`src/rtl/cfrrn_pkg.sv`:
```
// ----------------------------------------------------------------------------
// cfrrn_pkg
// shared types and constants for the cubic fit relative residual norm unit
// ----------------------------------------------------------------------------
package cfrrn_pkg;

    localparam int unsigned DataW        = 32;
    localparam int unsigned FracBitsDef  = 16;
    localparam int unsigned CfgIdxW      = 2;

    localparam logic [CfgIdxW-1:0] REG_COEF_CONST  = 2'd0;
    localparam logic [CfgIdxW-1:0] REG_COEF_LINEAR = 2'd1;
    localparam logic [CfgIdxW-1:0] REG_COEF_SQUARE = 2'd2;
    localparam logic [CfgIdxW-1:0] REG_COEF_CUBE   = 2'd3;

    typedef struct packed {
        logic signed [DataW-1:0] indep_value;
        logic signed [DataW-1:0] observed_value;
        logic                    last_sample;
    } in_word_t;

    typedef struct packed {
        logic signed [DataW-1:0] expected_value;
        logic signed [DataW-1:0] difference;
        logic                    zero_divisor;
        logic [DataW-1:0]        residual_norm;
        logic                    norm_valid;
    } out_word_t;

endpackage

```
`src/rtl/cfrrn_mul.sv`:
```
// ----------------------------------------------------------------------------
// cfrrn_mul
// bit-serial signed multiplier, one multiplier bit per cycle
// ----------------------------------------------------------------------------
module cfrrn_mul import cfrrn_pkg::*; (
    input  logic                      aclk,
    input  logic                      aresetn,
    input  logic                      start,
    input  logic signed [DataW-1:0]   op_a,
    input  logic signed [DataW-1:0]   op_b,
    output logic                      done,
    output logic signed [2*DataW-1:0] product
);
    localparam int unsigned CntW = $clog2(DataW + 1);

    logic                      busy_reg, busy_next;
    logic [CntW-1:0]           cnt_reg, cnt_next;
    logic signed [DataW:0]     hi_reg, hi_next;
    logic [DataW-1:0]          lo_reg, lo_next;
    logic signed [DataW-1:0]   a_reg, a_next;
    logic                      done_reg, done_next;
    logic signed [DataW:0]     addend;
    logic signed [DataW:0]     sum;

    // shift-add on the low multiplier bit; top bit has negative weight
    always_comb begin
        addend = '0;
        if (lo_reg[0]) begin
            addend = (cnt_reg == CntW'(DataW - 1)) ? -{a_reg[DataW-1], a_reg}
                                                   : {a_reg[DataW-1], a_reg};
        end
        sum       = hi_reg + addend;
        busy_next = busy_reg;
        cnt_next  = cnt_reg;
        hi_next   = hi_reg;
        lo_next   = lo_reg;
        a_next    = a_reg;
        done_next = 1'b0;
        if (start) begin
            busy_next = 1'b1;
            cnt_next  = '0;
            hi_next   = '0;
            lo_next   = op_b;
            a_next    = op_a;
        end else if (busy_reg) begin
            hi_next  = sum >>> 1;
            lo_next  = {sum[0], lo_reg[DataW-1:1]};
            cnt_next = cnt_reg + 1'b1;
            if (cnt_reg == CntW'(DataW - 1)) begin
                busy_next = 1'b0;
                done_next = 1'b1;
            end
        end
    end

    always_ff @(posedge aclk) begin
        if (!aresetn) begin
            busy_reg <= 1'b0;
            done_reg <= 1'b0;
            cnt_reg  <= '0;
        end else begin
            busy_reg <= busy_next;
            done_reg <= done_next;
            cnt_reg  <= cnt_next;
        end
        hi_reg <= hi_next;
        lo_reg <= lo_next;
        a_reg  <= a_next;
    end

    assign done    = done_reg;
    assign product = {hi_reg[DataW-1:0], lo_reg};
endmodule

```
`src/rtl/cfrrn_div.sv`:
```
// ----------------------------------------------------------------------------
// cfrrn_div
// restoring divider, one quotient bit per cycle, truncates toward zero
// ----------------------------------------------------------------------------
module cfrrn_div import cfrrn_pkg::*; #(
    parameter int unsigned NumW = 48
) (
    input  logic                  aclk,
    input  logic                  aresetn,
    input  logic                  start,
    input  logic [NumW-1:0]       num_mag,
    input  logic [DataW-1:0]      den_mag,
    output logic                  done,
    output logic [NumW-1:0]       quot_mag
);
    localparam int unsigned CntW = $clog2(NumW + 1);

    logic                  busy_reg, busy_next;
    logic                  done_reg, done_next;
    logic [CntW-1:0]       cnt_reg, cnt_next;
    logic [DataW:0]        rem_reg, rem_next;
    logic [NumW-1:0]       q_reg, q_next;
    logic [DataW-1:0]      d_reg, d_next;
    logic [DataW:0]        trial;
    logic [DataW:0]        diff;

    always_comb begin
        trial     = {rem_reg[DataW-1:0], q_reg[NumW-1]};
        diff      = trial - {1'b0, d_reg};
        busy_next = busy_reg;
        done_next = 1'b0;
        cnt_next  = cnt_reg;
        rem_next  = rem_reg;
        q_next    = q_reg;
        d_next    = d_reg;
        if (start) begin
            busy_next = 1'b1;
            cnt_next  = '0;
            rem_next  = '0;
            q_next    = num_mag;
            d_next    = den_mag;
        end else if (busy_reg) begin
            if (!diff[DataW]) begin
                rem_next = diff;
                q_next   = {q_reg[NumW-2:0], 1'b1};
            end else begin
                rem_next = trial;
                q_next   = {q_reg[NumW-2:0], 1'b0};
            end
            cnt_next = cnt_reg + 1'b1;
            if (cnt_reg == CntW'(NumW - 1)) begin
                busy_next = 1'b0;
                done_next = 1'b1;
            end
        end
    end

    always_ff @(posedge aclk) begin
        if (!aresetn) begin
            busy_reg <= 1'b0;
            done_reg <= 1'b0;
            cnt_reg  <= '0;
        end else begin
            busy_reg <= busy_next;
            done_reg <= done_next;
            cnt_reg  <= cnt_next;
        end
        rem_reg <= rem_next;
        q_reg   <= q_next;
        d_reg   <= d_next;
    end

    assign done     = done_reg;
    assign quot_mag = q_reg;
endmodule

```
`src/rtl/cfrrn_sqrt.sv`:
```
// ----------------------------------------------------------------------------
// cfrrn_sqrt
// digit-by-digit integer square root, one result bit per cycle
// ----------------------------------------------------------------------------
module cfrrn_sqrt import cfrrn_pkg::*; (
    input  logic             aclk,
    input  logic             aresetn,
    input  logic             start,
    input  logic [63:0]      radicand,
    output logic             done,
    output logic [31:0]      root
);
    logic             busy_reg, busy_next;
    logic             done_reg, done_next;
    logic [4:0]       cnt_reg, cnt_next;
    logic [63:0]      x_reg, x_next;
    logic [33:0]      rem_reg, rem_next;
    logic [31:0]      r_reg, r_next;
    logic [33:0]      trial;
    logic [33:0]      sub;

    always_comb begin
        trial     = {rem_reg[31:0], x_reg[63:62]};
        sub       = trial - {r_reg, 2'b01};
        busy_next = busy_reg;
        done_next = 1'b0;
        cnt_next  = cnt_reg;
        x_next    = x_reg;
        rem_next  = rem_reg;
        r_next    = r_reg;
        if (start) begin
            busy_next = 1'b1;
            cnt_next  = '0;
            x_next    = radicand;
            rem_next  = '0;
            r_next    = '0;
        end else if (busy_reg) begin
            x_next = {x_reg[61:0], 2'b00};
            if (!sub[33]) begin
                rem_next = sub;
                r_next   = {r_reg[30:0], 1'b1};
            end else begin
                rem_next = trial;
                r_next   = {r_reg[30:0], 1'b0};
            end
            cnt_next = cnt_reg + 1'b1;
            if (cnt_reg == 5'd31) begin
                busy_next = 1'b0;
                done_next = 1'b1;
            end
        end
    end

    always_ff @(posedge aclk) begin
        if (!aresetn) begin
            busy_reg <= 1'b0;
            done_reg <= 1'b0;
            cnt_reg  <= '0;
        end else begin
            busy_reg <= busy_next;
            done_reg <= done_next;
            cnt_reg  <= cnt_next;
        end
        x_reg   <= x_next;
        rem_reg <= rem_next;
        r_reg   <= r_next;
    end

    assign done = done_reg;
    assign root = r_reg;
endmodule

```
`src/rtl/cubic_fit_relative_residual_norm_unit.sv`:
```
// ----------------------------------------------------------------------------
// cubic_fit_relative_residual_norm_unit
// cubic model evaluation with running relative root-sum-square residual
// ----------------------------------------------------------------------------
// One word in gives one word out. The model is evaluated by Horner's rule
// through a bit-serial 32x32 multiplier (three products), the relative
// error by a 48-bit restoring divider and the square of the quotient again
// through the multiplier. On a word marked last the 32-bit square root runs
// as well. When the model value is zero the divide and square are skipped.
// One word at a time is in work; the next is taken once the result is in
// the output register, while that result may still wait for m_ready.
module cubic_fit_relative_residual_norm_unit import cfrrn_pkg::*; #(
    parameter int unsigned FRACTION_BITS = FracBitsDef
) (
    input  logic                 aclk,
    input  logic                 aresetn,
    input  logic                 cfg_we,
    input  logic [CfgIdxW-1:0]   cfg_index,
    input  logic [DataW-1:0]     cfg_data,
    input  logic                 s_valid,
    output logic                 s_ready,
    input  in_word_t             s_data,
    output logic                 m_valid,
    input  logic                 m_ready,
    output out_word_t            m_data
);
    localparam int unsigned NumW = DataW + FRACTION_BITS;

    // sequencer codes
    localparam logic [3:0] ST_IDLE  = 4'd0;
    localparam logic [3:0] ST_H1    = 4'd1;
    localparam logic [3:0] ST_H2    = 4'd2;
    localparam logic [3:0] ST_H3    = 4'd3;
    localparam logic [3:0] ST_DIFF  = 4'd4;
    localparam logic [3:0] ST_DIV   = 4'd5;
    localparam logic [3:0] ST_SQ    = 4'd6;
    localparam logic [3:0] ST_ACC   = 4'd7;
    localparam logic [3:0] ST_SQRT  = 4'd8;
    localparam logic [3:0] ST_OUT   = 4'd9;

    localparam logic signed [DataW-1:0] S_MAX = {1'b0, {(DataW-1){1'b1}}};
    localparam logic signed [DataW-1:0] S_MIN = {1'b1, {(DataW-1){1'b0}}};
    // product clamp, wide enough that any coefficient still saturates the sum
    localparam logic signed [DataW+1:0] P_MAX = {2'b00, {DataW{1'b1}}};
    localparam logic signed [DataW+1:0] P_MIN = {2'b11, {DataW{1'b0}}};

    // coefficient registers
    logic signed [DataW-1:0] c0_reg, c1_reg, c2_reg, c3_reg;

    logic [3:0]              state_reg, state_next;
    logic                    started_reg, started_next;
    logic signed [DataW-1:0] t_reg, obs_reg, acc_reg, diff_reg;
    logic                    last_reg, zero_reg, neg_reg;
    logic [63:0]             sum_reg;
    logic [DataW-1:0]        norm_reg;
    logic                    m_valid_reg;
    out_word_t               out_reg;
    logic                    out_load;

    logic                    mul_start, mul_done;
    logic signed [DataW-1:0] mul_a, mul_b;
    logic signed [2*DataW-1:0] mul_p;
    logic                    div_start, div_done;
    logic [NumW-1:0]         div_num, div_q;
    logic [DataW-1:0]        div_den;
    logic                    sqrt_start, sqrt_done;
    logic [63:0]             sqrt_x;
    logic [DataW-1:0]        sqrt_r;

    logic signed [2*DataW-1:0] prod_sh;
    logic signed [DataW+1:0]   hsum;
    logic signed [DataW+1:0]   hsat;
    logic signed [DataW-1:0]   hadd;
    logic signed [DataW:0]     dwide;
    logic [DataW-1:0]          diff_mag;
    logic signed [DataW:0]     qsigned;
    logic signed [DataW-1:0]   qsat;
    logic [63:0]               sq_term;
    logic [64:0]               sum_add;

    cfrrn_mul u_mul (
        .aclk(aclk), .aresetn(aresetn), .start(mul_start),
        .op_a(mul_a), .op_b(mul_b), .done(mul_done), .product(mul_p)
    );

    cfrrn_div #(.NumW(NumW)) u_div (
        .aclk(aclk), .aresetn(aresetn), .start(div_start),
        .num_mag(div_num), .den_mag(div_den), .done(div_done), .quot_mag(div_q)
    );

    cfrrn_sqrt u_sqrt (
        .aclk(aclk), .aresetn(aresetn), .start(sqrt_start),
        .radicand(sqrt_x), .done(sqrt_done), .root(sqrt_r)
    );

    assign s_ready  = (state_reg == ST_IDLE);
    // the output register takes a new word when empty or read this cycle
    assign out_load = (state_reg == ST_OUT) && (!m_valid_reg || m_ready);

    // horner step: floor shift of product plus coefficient, saturated
    always_comb begin
        prod_sh = mul_p >>> FRACTION_BITS;
        unique case (state_reg)
            ST_H1:   hadd = c2_reg;
            ST_H2:   hadd = c1_reg;
            default: hadd = c0_reg;
        endcase
        // the shifted product may exceed 34 bits; past +-2^32 the sum saturates anyway
        if (prod_sh > 64'(P_MAX)) begin
            hsat = P_MAX;
        end else if (prod_sh < 64'(P_MIN)) begin
            hsat = P_MIN;
        end else begin
            hsat = prod_sh[DataW+1:0];
        end
        hsum = hsat + (DataW+2)'(hadd);
        dwide = (DataW+1)'(acc_reg) - (DataW+1)'(obs_reg);
    end

    logic signed [DataW-1:0] hres;
    always_comb begin
        // clamp of a product already past the range keeps the sign of the true sum
        if (hsum > (DataW+2)'(S_MAX)) begin
            hres = S_MAX;
        end else if (hsum < (DataW+2)'(S_MIN)) begin
            hres = S_MIN;
        end else begin
            hres = hsum[DataW-1:0];
        end
    end

    always_comb begin
        diff_mag = diff_reg[DataW-1] ? DataW'(-diff_reg) : diff_reg;
        div_num  = NumW'(diff_mag) << FRACTION_BITS;
        div_den  = acc_reg[DataW-1] ? DataW'(-acc_reg) : acc_reg;
        qsigned  = neg_reg ? -(DataW+1)'(div_q) : (DataW+1)'(div_q);
        if (div_q > NumW'(S_MAX) + NumW'(neg_reg)) begin
            qsat = neg_reg ? S_MIN : S_MAX;
        end else begin
            qsat = qsigned[DataW-1:0];
        end
        sq_term = 64'(mul_p) >> FRACTION_BITS;
        sum_add = {1'b0, sum_reg} + {1'b0, sq_term};
        sqrt_x  = sum_reg << FRACTION_BITS;
    end

    always_comb begin
        state_next   = state_reg;
        started_next = 1'b0;
        mul_start    = 1'b0;
        div_start    = 1'b0;
        sqrt_start   = 1'b0;
        mul_a        = acc_reg;
        mul_b        = t_reg;
        unique case (state_reg)
            ST_IDLE: begin
                if (s_valid && s_ready) begin
                    state_next   = ST_H1;
                    started_next = 1'b1;
                end
            end
            ST_H1, ST_H2, ST_H3: begin
                mul_start = started_reg;
                if (mul_done) begin
                    state_next   = (state_reg == ST_H3) ? ST_DIFF : state_reg + 4'd1;
                    started_next = 1'b1;
                end
            end
            ST_DIFF: begin
                state_next   = ST_DIV;
                started_next = 1'b1;
            end
            ST_DIV: begin
                div_start = started_reg && !zero_reg;
                if (zero_reg) begin
                    state_next = ST_ACC;
                end else if (div_done) begin
                    state_next   = ST_SQ;
                    started_next = 1'b1;
                end
            end
            ST_SQ: begin
                mul_a     = diff_reg;
                mul_b     = diff_reg;
                mul_start = started_reg;
                if (mul_done) begin
                    state_next = ST_ACC;
                end
            end
            ST_ACC: begin
                state_next   = last_reg ? ST_SQRT : ST_OUT;
                started_next = 1'b1;
            end
            ST_SQRT: begin
                sqrt_start = started_reg;
                if (sqrt_done || (sum_reg >> (64 - FRACTION_BITS)) != 64'd0) begin
                    state_next = ST_OUT;
                end
            end
            ST_OUT: begin
                if (out_load) begin
                    state_next = ST_IDLE;
                end
            end
            default: state_next = ST_IDLE;
        endcase
    end

    always_ff @(posedge aclk) begin
        if (!aresetn) begin
            state_reg   <= ST_IDLE;
            started_reg <= 1'b0;
            m_valid_reg <= 1'b0;
            sum_reg     <= '0;
            c0_reg      <= '0;
            c1_reg      <= '0;
            c2_reg      <= '0;
            c3_reg      <= '0;
        end else begin
            state_reg   <= state_next;
            started_reg <= started_next;
            if (cfg_we) begin
                unique case (cfg_index)
                    REG_COEF_CONST:  c0_reg <= cfg_data;
                    REG_COEF_LINEAR: c1_reg <= cfg_data;
                    REG_COEF_SQUARE: c2_reg <= cfg_data;
                    REG_COEF_CUBE:   c3_reg <= cfg_data;
                    default: ;
                endcase
            end
            if (out_load) begin
                m_valid_reg <= 1'b1;
            end else if (m_ready) begin
                m_valid_reg <= 1'b0;
            end
            if (state_reg == ST_ACC && !zero_reg) begin
                sum_reg <= sum_add[64] ? '1 : sum_add[63:0];
            end
            if (state_reg == ST_OUT && last_reg) begin
                sum_reg <= '0;
            end
        end
        // datapath
        if (state_reg == ST_IDLE && s_valid && s_ready) begin
            t_reg    <= s_data.indep_value;
            obs_reg  <= s_data.observed_value;
            last_reg <= s_data.last_sample;
            acc_reg  <= c3_reg;
            norm_reg <= '0;
        end
        if ((state_reg == ST_H1 || state_reg == ST_H2 || state_reg == ST_H3) && mul_done) begin
            acc_reg <= hres;
        end
        if (state_reg == ST_DIFF) begin
            diff_reg <= (dwide > (DataW+1)'(S_MAX)) ? S_MAX :
                        (dwide < (DataW+1)'(S_MIN)) ? S_MIN : dwide[DataW-1:0];
            zero_reg <= (acc_reg == '0);
            neg_reg  <= acc_reg[DataW-1] ^ dwide[DataW];
        end
        if (state_reg == ST_DIV && div_done) begin
            // the quotient reuses the difference register
            diff_reg <= qsat;
        end
        if (state_reg == ST_ACC) begin
            // restore the reported difference
            diff_reg <= (dwide > (DataW+1)'(S_MAX)) ? S_MAX :
                        (dwide < (DataW+1)'(S_MIN)) ? S_MIN : dwide[DataW-1:0];
        end
        if (state_reg == ST_SQRT) begin
            norm_reg <= ((sum_reg >> (64 - FRACTION_BITS)) != 64'd0) ? '1 : sqrt_r;
        end
        if (out_load) begin
            out_reg.expected_value <= acc_reg;
            out_reg.difference     <= diff_reg;
            out_reg.zero_divisor   <= zero_reg;
            out_reg.residual_norm  <= norm_reg;
            out_reg.norm_valid     <= last_reg;
        end
    end

    assign m_valid = m_valid_reg;
    assign m_data  = out_reg;

    // a new word is never taken while the sequencer is busy
    a_busy: assert property (@(posedge aclk) disable iff (!aresetn)
        (state_reg != ST_IDLE) |-> !s_ready)
        else $error("input taken during work");

    // the output register fills only from the final sequencer step
    a_fill: assert property (@(posedge aclk) disable iff (!aresetn)
        $rose(m_valid) |-> $past(state_reg == ST_OUT))
        else $error("result without completed work");

    // the sum is cleared after a set result
    a_clear: assert property (@(posedge aclk) disable iff (!aresetn)
        (state_reg == ST_OUT && last_reg) |=> (sum_reg == 64'd0))
        else $error("sum not cleared after last word");
endmodule
```
`config.mk`:
```
export PLATFORM = sky130hd
export DESIGN_NAME = cubic_fit_relative_residual_norm_unit
export DESIGN_NICKNAME = d
export VERILOG_FILES = /design/src/rtl/cfrrn_pkg.sv /design/src/rtl/cfrrn_mul.sv /design/src/rtl/cfrrn_div.sv /design/src/rtl/cfrrn_sqrt.sv /design/src/rtl/cubic_fit_relative_residual_norm_unit.sv
export SDC_FILE = /design/constraint.sdc
export NUM_CORES = 2
export LEC_CHECK = 0
export ABC_CLOCK_PERIOD_IN_PS = 11200
export BUFFER_PORTS_ARGS = -buffer_cell sky130_fd_sc_hd__buf_2
export CAP_MARGIN = 10
export CORE_MARGIN = 8
export CORE_UTILIZATION = 31
export DETAILED_ROUTE_END_ITERATION = 8
export PLACE_DENSITY = 0.48
export SLEW_MARGIN = 20
export SYNTH_ARGS = -nofsm -noshare
export SYNTH_HDL_FRONTEND = slang
export SYNTH_SLANG_ARGS = --single-unit
```
`constraint.sdc`:
```
create_clock -name aclk -period 11.2 [get_ports aclk]
set_input_delay 0.56 -clock aclk [delete_from_list [all_inputs] [get_ports aclk]]
set_output_delay 0.56 -clock aclk [all_outputs]
set_load 0.005 [all_outputs]
```
Yosys cells after proc, flatten, opt, wreduce, memory -nomap -nowiden
Index checks and enable logic that the tools add are counted.
{"block": "word_totals", "wordCells": 196, "in_bits": 104, "register_bits": 802, "out_inout_bits": 100}
{"block": "classes", "n_lt_le_gt_ge": 7, "bitwise": 5, "n_eq_ne": 21, "reduce_logical": 40, "add_sub_neg": 15, "mux": 67}
{"op": "$mux W32", "count": 22}
{"op": "$mux W64", "count": 3}
{"op": "$mux W48", "count": 2}
{"op": "$neg A32 Y32", "count": 3}
{"op": "$mux W34", "count": 2}
{"op": "$mux W33", "count": 2}
{"op": "$add A64 B48 Y65", "count": 1}
{"op": "$pmux W32 S2", "count": 1}
{"op": "$reduce_bool A64 Y1", "count": 1}
{"op": "$gt A48 B32 Y1", "count": 1}
{"op": "$gt A48 B33 Y1 const B", "count": 1}
{"op": "$lt A48 B33 Y1 const B", "count": 1}
{"op": "$add A34 B32 Y34", "count": 1}
{"op": "$gt A34 B32 Y1 const B", "count": 1}
{"op": "$lt A34 B32 Y1 const B", "count": 1}
{"op": "$sub A34 B34 Y34", "count": 1}
{"op": "$add A32 B33 Y33", "count": 1}
{"op": "$gt A33 B32 Y1 const B", "count": 1}
{"op": "$lt A33 B32 Y1 const B", "count": 1}
{"op": "$neg A33 Y33", "count": 1}
{"op": "$sub A32 B32 Y33", "count": 1}
{"op": "$sub A33 B32 Y33", "count": 1}
{"op": "$add A31 B1 Y32 const A", "count": 1}
{"op": "$logic_not A32 Y1", "count": 1}
{"op": "other kinds (34)", "count": 103}

Depth between registers and ports, before layout
{"block": "depth", "ltp_word": 8, "ltp_mapped": 23, "depth_no_buf": 20}

Modules after synthesis
Synthesis repeated with hierarchy kept, for this count alone.
{"block": "hier_totals", "hier_cells": 4943, "area_unflattened_um2": 46768.6}
{"mod": "cubic_fit_relative_residual_norm_unit", "area_each_um2": 26616.8, "n_inst": 1, "seq_area_each_um2": 11801.3, "cells_per_inst": 3004}
{"mod": "cfrrn_sqrt", "area_each_um2": 7131.8, "n_inst": 1, "seq_area_each_um2": 3343.2, "cells_per_inst": 671}
{"mod": "cfrrn_div", "area_each_um2": 6771.5, "n_inst": 1, "seq_area_each_um2": 3203.1, "cells_per_inst": 641}
{"mod": "cfrrn_mul", "area_each_um2": 6248.5, "n_inst": 1, "seq_area_each_um2": 2722.6, "cells_per_inst": 627}

Worst setup path before layout
OpenSTA, ideal clock, no wires.
{"block": "synth_timing", "path_type": "reg2reg", "start": "register state_reg[3]", "end": "register out_reg, in the netlist m_data[0], enable pin", "setup_time_ns": 0.556, "setup_slack_ns": 5.592, "t_arrival_ns": 5.052, "n_path_buf": 1, "synth_period_minus_slack_ns": 5.608, "stages_incl_launch_ff": 5, "t_required_ns": 10.644, "path_cell_list": "dfxtp_1 clkbuf_1 nor2b_1 nand2_1 nor2_1"}
{"block": "synth_via", "elab_chain_len": 2}
{"item": "from (decl)", "line": "cubic_fit_relative_residual_norm_unit.sv:50", "source": "logic [3:0] state_reg, state_next;"}
{"item": "from (signal assigned)", "line": "cubic_fit_relative_residual_norm_unit.sv:220", "source": "state_reg <= state_next;"}
{"item": "$eq A4 B4 Y1", "line": "cubic_fit_relative_residual_norm_unit.sv:98", "source": "assign out_load = (state_reg == ST_OUT) && (!m_valid_reg || m_ready);"}
{"item": "$logic_and A1 B1 Y1", "line": "cubic_fit_relative_residual_norm_unit.sv:98"}
{"item": "net out_load", "line": "cubic_fit_relative_residual_norm_unit.sv:58", "source": "logic out_load;"}
{"item": "to (decl)", "line": "cubic_fit_relative_residual_norm_unit.sv:57", "source": "out_word_t out_reg;"}
The timed path passes the listed nets, and every way through them passes these cells.
A chain may end at the register's enable or synchronous reset.

Final worst setup path
{"block": "layout_timing", "start": "register state_reg[0]", "end": "register acc_reg[1], data pin"}
{"block": "layout_via", "elab_chain_len": 7, "word_cells_on_any_way": 13, "classes_between": "add/sub: 1; order compare: 2; eq/ne: 3; mux: 4; reduce/logical: 3"}
{"item": "$eq A4 B2 Y1 / $eq A4 B1 Y1 (equally long branches)", "line": "cubic_fit_relative_residual_norm_unit.sv:103, cubic_fit_relative_residual_norm_unit.sv:251"}
{"item": "$pmux W32 S2", "line": "cubic_fit_relative_residual_norm_unit.sv:103", "source": "unique case (state_reg)"}
{"item": "$add A34 B32 Y34", "line": "cubic_fit_relative_residual_norm_unit.sv:116", "source": "hsum = hsat + (DataW+2)'(hadd);"}
{"item": "$lt A34 B32 Y1", "line": "cubic_fit_relative_residual_norm_unit.sv:125", "source": "end else if (hsum < (DataW+2)'(S_MIN)) begin"}
{"item": "$mux W32", "line": "cubic_fit_relative_residual_norm_unit.sv:125"}
{"item": "$mux W32", "line": "cubic_fit_relative_residual_norm_unit.sv:123", "source": "if (hsum > (DataW+2)'(S_MAX)) begin"}
{"item": "$mux W32 (*)", "line": "cubic_fit_relative_residual_norm_unit.sv:251", "source": "if ((state_reg == ST_H1 || state_reg == ST_H2 || state_reg == ST_H3) && mul_done) begin"}
{"item": "to (signal assigned)", "line": "cubic_fit_relative_residual_norm_unit.sv:248", "source": "acc_reg <= c3_reg;"}
{"item": "to (signal assigned)", "line": "cubic_fit_relative_residual_norm_unit.sv:252", "source": "acc_reg <= hres;"}
{"item": "to (decl)", "line": "cubic_fit_relative_residual_norm_unit.sv:52", "source": "logic signed [DataW-1:0] t_reg, obs_reg, acc_reg, diff_reg;"}
Mark *: on every way between the ends. The rest lies on a longest branch, timed or not.

==> impl_results.html <==
<table>
<tr><th>Metric</th><th>Value</th></tr>
<tr><th colspan="2">Status</th></tr>
<tr><td>Outcome</td><td>completed</td></tr>
<tr><th colspan="2">Drt</th></tr>
<tr><td>Wire length after detailed routing</td><td>roughly 150000 um</td></tr>
<tr><td>Final routed wire length divided by cell count</td><td>a little over 20 um</td></tr>
<tr><td>Vias</td><td>around 38000</td></tr>
<tr><td>Remaining number of nets flagged by the antenna check after routing</td><td>0</td></tr>
<tr><td>Vias per cell</td><td>5.22</td></tr>
<tr><td>Post-route DRC violation count</td><td>0</td></tr>
<tr><td>Count of routing violations after the opening detailed-route iteration</td><td>between 2000 and 3000</td></tr>
<tr><td>First-pass iteration count of the detailed router</td><td>7</td></tr>
<tr><th colspan="2">Critical path</th></tr>
<tr><td>Most Frequent Cell on Critical Path</td><td>o21ai_0</td></tr>
<tr><td>Worst endpoint required time</td><td>about 12 ns</td></tr>
<tr><td>Number of cells on the critical path</td><td>20</td></tr>
<tr><td>Critical path endpoint category</td><td>register</td></tr>
<tr><td>Reg2reg path depth</td><td>20</td></tr>
<tr><td>Buffers &amp; Inverters on Critical Path</td><td>3</td></tr>
<tr><td>Top Family by Delay on Critical Path</td><td>compound AO/OA/AOI/OAI gates</td></tr>
<tr><td>Worst setup path class</td><td>reg -&gt; reg</td></tr>
<tr><td>Worst Setup Start Kind</td><td>register</td></tr>
<tr><td>Delay of the slowest cell on the worst path</td><td>~0.83 ns</td></tr>
<tr><td>Critical path, cell by cell</td><td>ha_1 -&gt; and2_1 -&gt; buf_4 -&gt; nor2_2 -&gt; buf_4 -&gt; and2_1 -&gt; a221o_1 -&gt; inv_1 -&gt; fa_1 -&gt; nor2b_1 -&gt; o31ai_1 -&gt; o21ai_0 -&gt; o31ai_1 -&gt; a21oi_1 -&gt; a21oi_1 -&gt; o21ai_0 -&gt; xor2_1 -&gt; a21o_1 -&gt; nand2_1 -&gt; o21ai_0</td></tr>
<tr><td>Crit-path slowest cell</td><td>a21o_1</td></tr>
<tr><td>Data arrival time at the worst-slack endpoint</td><td>about 7 ns</td></tr>
<tr><td>Highest net fanout along the worst path</td><td>33</td></tr>
<tr><th colspan="2">Cells and area</th></tr>
<tr><td>Layout overhead on the synthesized area</td><td>15.4%</td></tr>
<tr><td>Fill cell total of the finished layout</td><td>between 10000 and 15000</td></tr>
<tr><td>Filler-free cell count of the finished design</td><td>roughly 7200</td></tr>
<tr><td>Most frequent cells in the layout</td><td>nand2_1 (823), a21oi_1 (507), edfxtp_1 (437)</td></tr>
<tr><td>Fraction of layout instances using a drive strength above 1</td><td>9.41%</td></tr>
<tr><td>Final net count</td><td>5572</td></tr>
<tr><td>Most frequent standard cell in the layout excluding fill and tap cells</td><td>nand2_1</td></tr>
<tr><td>Max FFs per register</td><td>between 90 and 100</td></tr>
<tr><th colspan="2">Global route</th></tr>
<tr><td>Overflow after GRT</td><td>0</td></tr>
<tr><td>Initial antenna violation count</td><td>12</td></tr>
<tr><td>Vias in the first global route</td><td>about 36000</td></tr>
<tr><td>Maximum number of pins on one net before global-route repair</td><td>between 100 and 150</td></tr>
<tr><td>Wire length of the first global-routing pass</td><td>about 230000 um</td></tr>
<tr><td>Total GRT Usage</td><td>between 10% and 20%</td></tr>
<tr><th colspan="2">Die</th></tr>
<tr><td>Row count</td><td>between 100 and 150</td></tr>
<tr><td>Starting density of the core</td><td>31.2%</td></tr>
<tr><td>Die span in y</td><td>around 400 um</td></tr>
<tr><td>Horizontal extent of the die</td><td>398 um</td></tr>
<tr><td>Full die area</td><td>about 160000 um^2</td></tr>
<tr><td>Placeable core region</td><td>about 150000 um^2</td></tr>
<tr><td>IO Pins</td><td>204</td></tr>
<tr><th colspan="2">Clock network</th></tr>
<tr><td>Sinks on Clock Net</td><td>about 800</td></tr>
<tr><td>Postcts setup bufs</td><td>0</td></tr>
<tr><td>Root Buffer</td><td>clkbuf_16</td></tr>
<tr><td>H-tree depth</td><td>3</td></tr>
<tr><td>Register clock-pin slew on the reported worst setup and hold paths</td><td>roughly 0.060 ns</td></tr>
<tr><td>Clock buffer depth</td><td>3</td></tr>
<tr><td>Inserted Clock Buffers</td><td>94</td></tr>
<tr><td>Clock tree from TritonCTS</td><td>built</td></tr>
<tr><td>Worst-skew pair later-pin latency</td><td>~0.73 ns</td></tr>
<tr><th colspan="2">Timing</th></tr>
<tr><td>Slew Limit Headroom</td><td>32.3%</td></tr>
<tr><td>Final-layout setup total negative slack</td><td>0 ns</td></tr>
<tr><td>Highest Clock Rate</td><td>155 MHz</td></tr>
<tr><td>Final setup violation count</td><td>0</td></tr>
<tr><td>Slew at the pin closest to its max-slew limit</td><td>around 1.0 ns</td></tr>
<tr><td>Crit share post-route</td><td>57.7%</td></tr>
<tr><td>Final setup skew</td><td>roughly 0.043 ns</td></tr>
<tr><td>Time the worst path needs with I/O delays and setup</td><td>roughly 6.5 ns</td></tr>
<tr><td>Worst hold slack after final layout</td><td>just under 0.09 ns</td></tr>
<tr><td>Pins over their slew limit</td><td>0</td></tr>
<tr><td>Count of final hold-check violations</td><td>0</td></tr>
<tr><td>Unrepaired setup endpoints after global routing</td><td>no</td></tr>
<tr><th colspan="2">Yosys</th></tr>
<tr><td>Post-synthesis async set-or-reset flop share</td><td>0%</td></tr>
<tr><td>Mean area per synthesized cell</td><td>around 9.0 um^2</td></tr>
<tr><td>Yosys warnings</td><td>0</td></tr>
<tr><td>Synth cell types</td><td>86</td></tr>
<tr><td>Netlist area before placement</td><td>between 40000 and 50000 um^2</td></tr>
<tr><td>Net count after synthesis</td><td>around 5400</td></tr>
<tr><td>Share of synthesized area occupied by flip-flops and latches</td><td>a little under half</td></tr>
<tr><td>Flop and latch count out of synthesis</td><td>802</td></tr>
<tr><td>Gate Count Post-Synth</td><td>5043</td></tr>
<tr><td>EDFF count, synth</td><td>between 400 and 500</td></tr>
<tr><td>Dominant register cell in the synthesized netlist</td><td>edfxtp_1</td></tr>
<tr><th colspan="2">Placement</th></tr>
<tr><td>Post-detail-place hpwl</td><td>~110000 um</td></tr>
<tr><td>Placer Congestion</td><td>0.896</td></tr>
<tr><td>DP Cell Count</td><td>between 6000 and 7000</td></tr>
<tr><td>Number of buffer cells added on primary ports</td><td>203</td></tr>
<tr><th colspan="2">Power and ir drop</th></tr>
<tr><td>Static Leak</td><td>approximately 21 nW</td></tr>
<tr><td>Total Power Consumption</td><td>11.6 mW</td></tr>
<tr><td>Largest voltage drop on the vdd net</td><td>about 0.15 mV</td></tr>
<tr><td>Total power divided by cell area</td><td>222 nW/um^2</td></tr>
<tr><th colspan="2">Hold path</th></tr>
<tr><td>Number of cells traversed by the worst hold path</td><td>1</td></tr>
<tr><td>Worst hold path class</td><td>in -&gt; reg</td></tr>
<tr><th colspan="2">Flow run</th></tr>
<tr><td># Max-Cap Violations</td><td>0</td></tr>
</table>
[synthesized netlist by cell type, drive strengths merged (51+ instances only)]
master / count / area, um^2
xnor2: 168 / 1470
clkbuf: 242 / 916
nand2: 825 / 3100
nor2: 428 / 1610
nand3: 89 / 445
nor3: 51 / 255
a21o: 155 / 1160
a31oi: 75 / 469
mux2i: 109 / 1090
a21oi: 510 / 2550
xor2: 115 / 1010
ha: 253 / 3170
inv: 179 / 672
dfxtp: 365 / 7310
o21ai: 310 / 1550
edfxtp: 437 / 13100
[logic make-up (layout without fill, tap and decap cells)]
family                     after synthesis  after routing  share of synthesized area [%]
and+or+nand+nor                       1773           1773                           17.6
AOI/OAI and AO/OA                     1380           1380                           18.5
DFF                                    802            802                           45.1
buffers and inverters                  435            684                           3.64
xor gates and xnor gates               284            284                           5.52
adders and majority gates              258            258                           7.21
muxes                                  111            111                           2.46
other                                    0              9                              0
[layer usage]
metal	global-route usage (%)	part of all wire (%)	wire, um	up-vias
met2	28.6	44	65600	1012
met3	3.30	6.3	9450	217
met4	5.61	3.1	4640	0
met1	25.3	46	69200	18000
met5	0	0	0	-
li1	-	-	-	18400
[power by group]
part / switching (mW) / leakage, nW / internal, mW
sequential: 0.375 / 7.02 / 3.64
clock: 1.34 / 1.58 / 1.89
combinational: 2.69 / 12.0 / 1.65
[what timing repair did]
action	in CTS	in global routing
endpoints found under the hold margin	59	0
hold buffers	59	0
resized for setup	0	0
[metrics by stage]
step / util, % / area, um^2 / worst slack, ns
2_1_floorplan: - / 45300 / 5.59
3_3_place_gp: 33.3 / 48400 / 5.06
3_5_place_dp: 33.3 / 48400 / 4.91
4_1_cts: 35.9 / 52200 / 4.85
5_1_grt: 35.9 / 52200 / 4.19
6_report: 35.9 / 52300 / 4.74
[area by class of cell]
cell class / count / area (um^2) / share of cell area [%]
Timing Repair Buffer: 326 / 2100 / 4.03
Clock buffer: 122 / 2570 / 4.92
Antenna cell: 9 / 22.5 / 0.0431
Multi-Input combinational cell: 3806 / 23400 / 44.7
Sequential cell: 802 / 20400 / 39.1
Clock inverter: 56 / 678 / 1.30
Tap cell: 1917 / 2400 / 4.59
Inverter: 180 / 682 / 1.31
[worst paths after layout]
kind	start	to	slack [ns]
max	state_reg[0]	acc_reg[1]	4.74
min	s_data[39]	t_reg[6]	0.09
max reg2reg	state_reg[0]	acc_reg[1]	4.74
min reg2reg	norm_reg[29]	m_data[30]	0.42
Power figures use the tool's default switching activity.
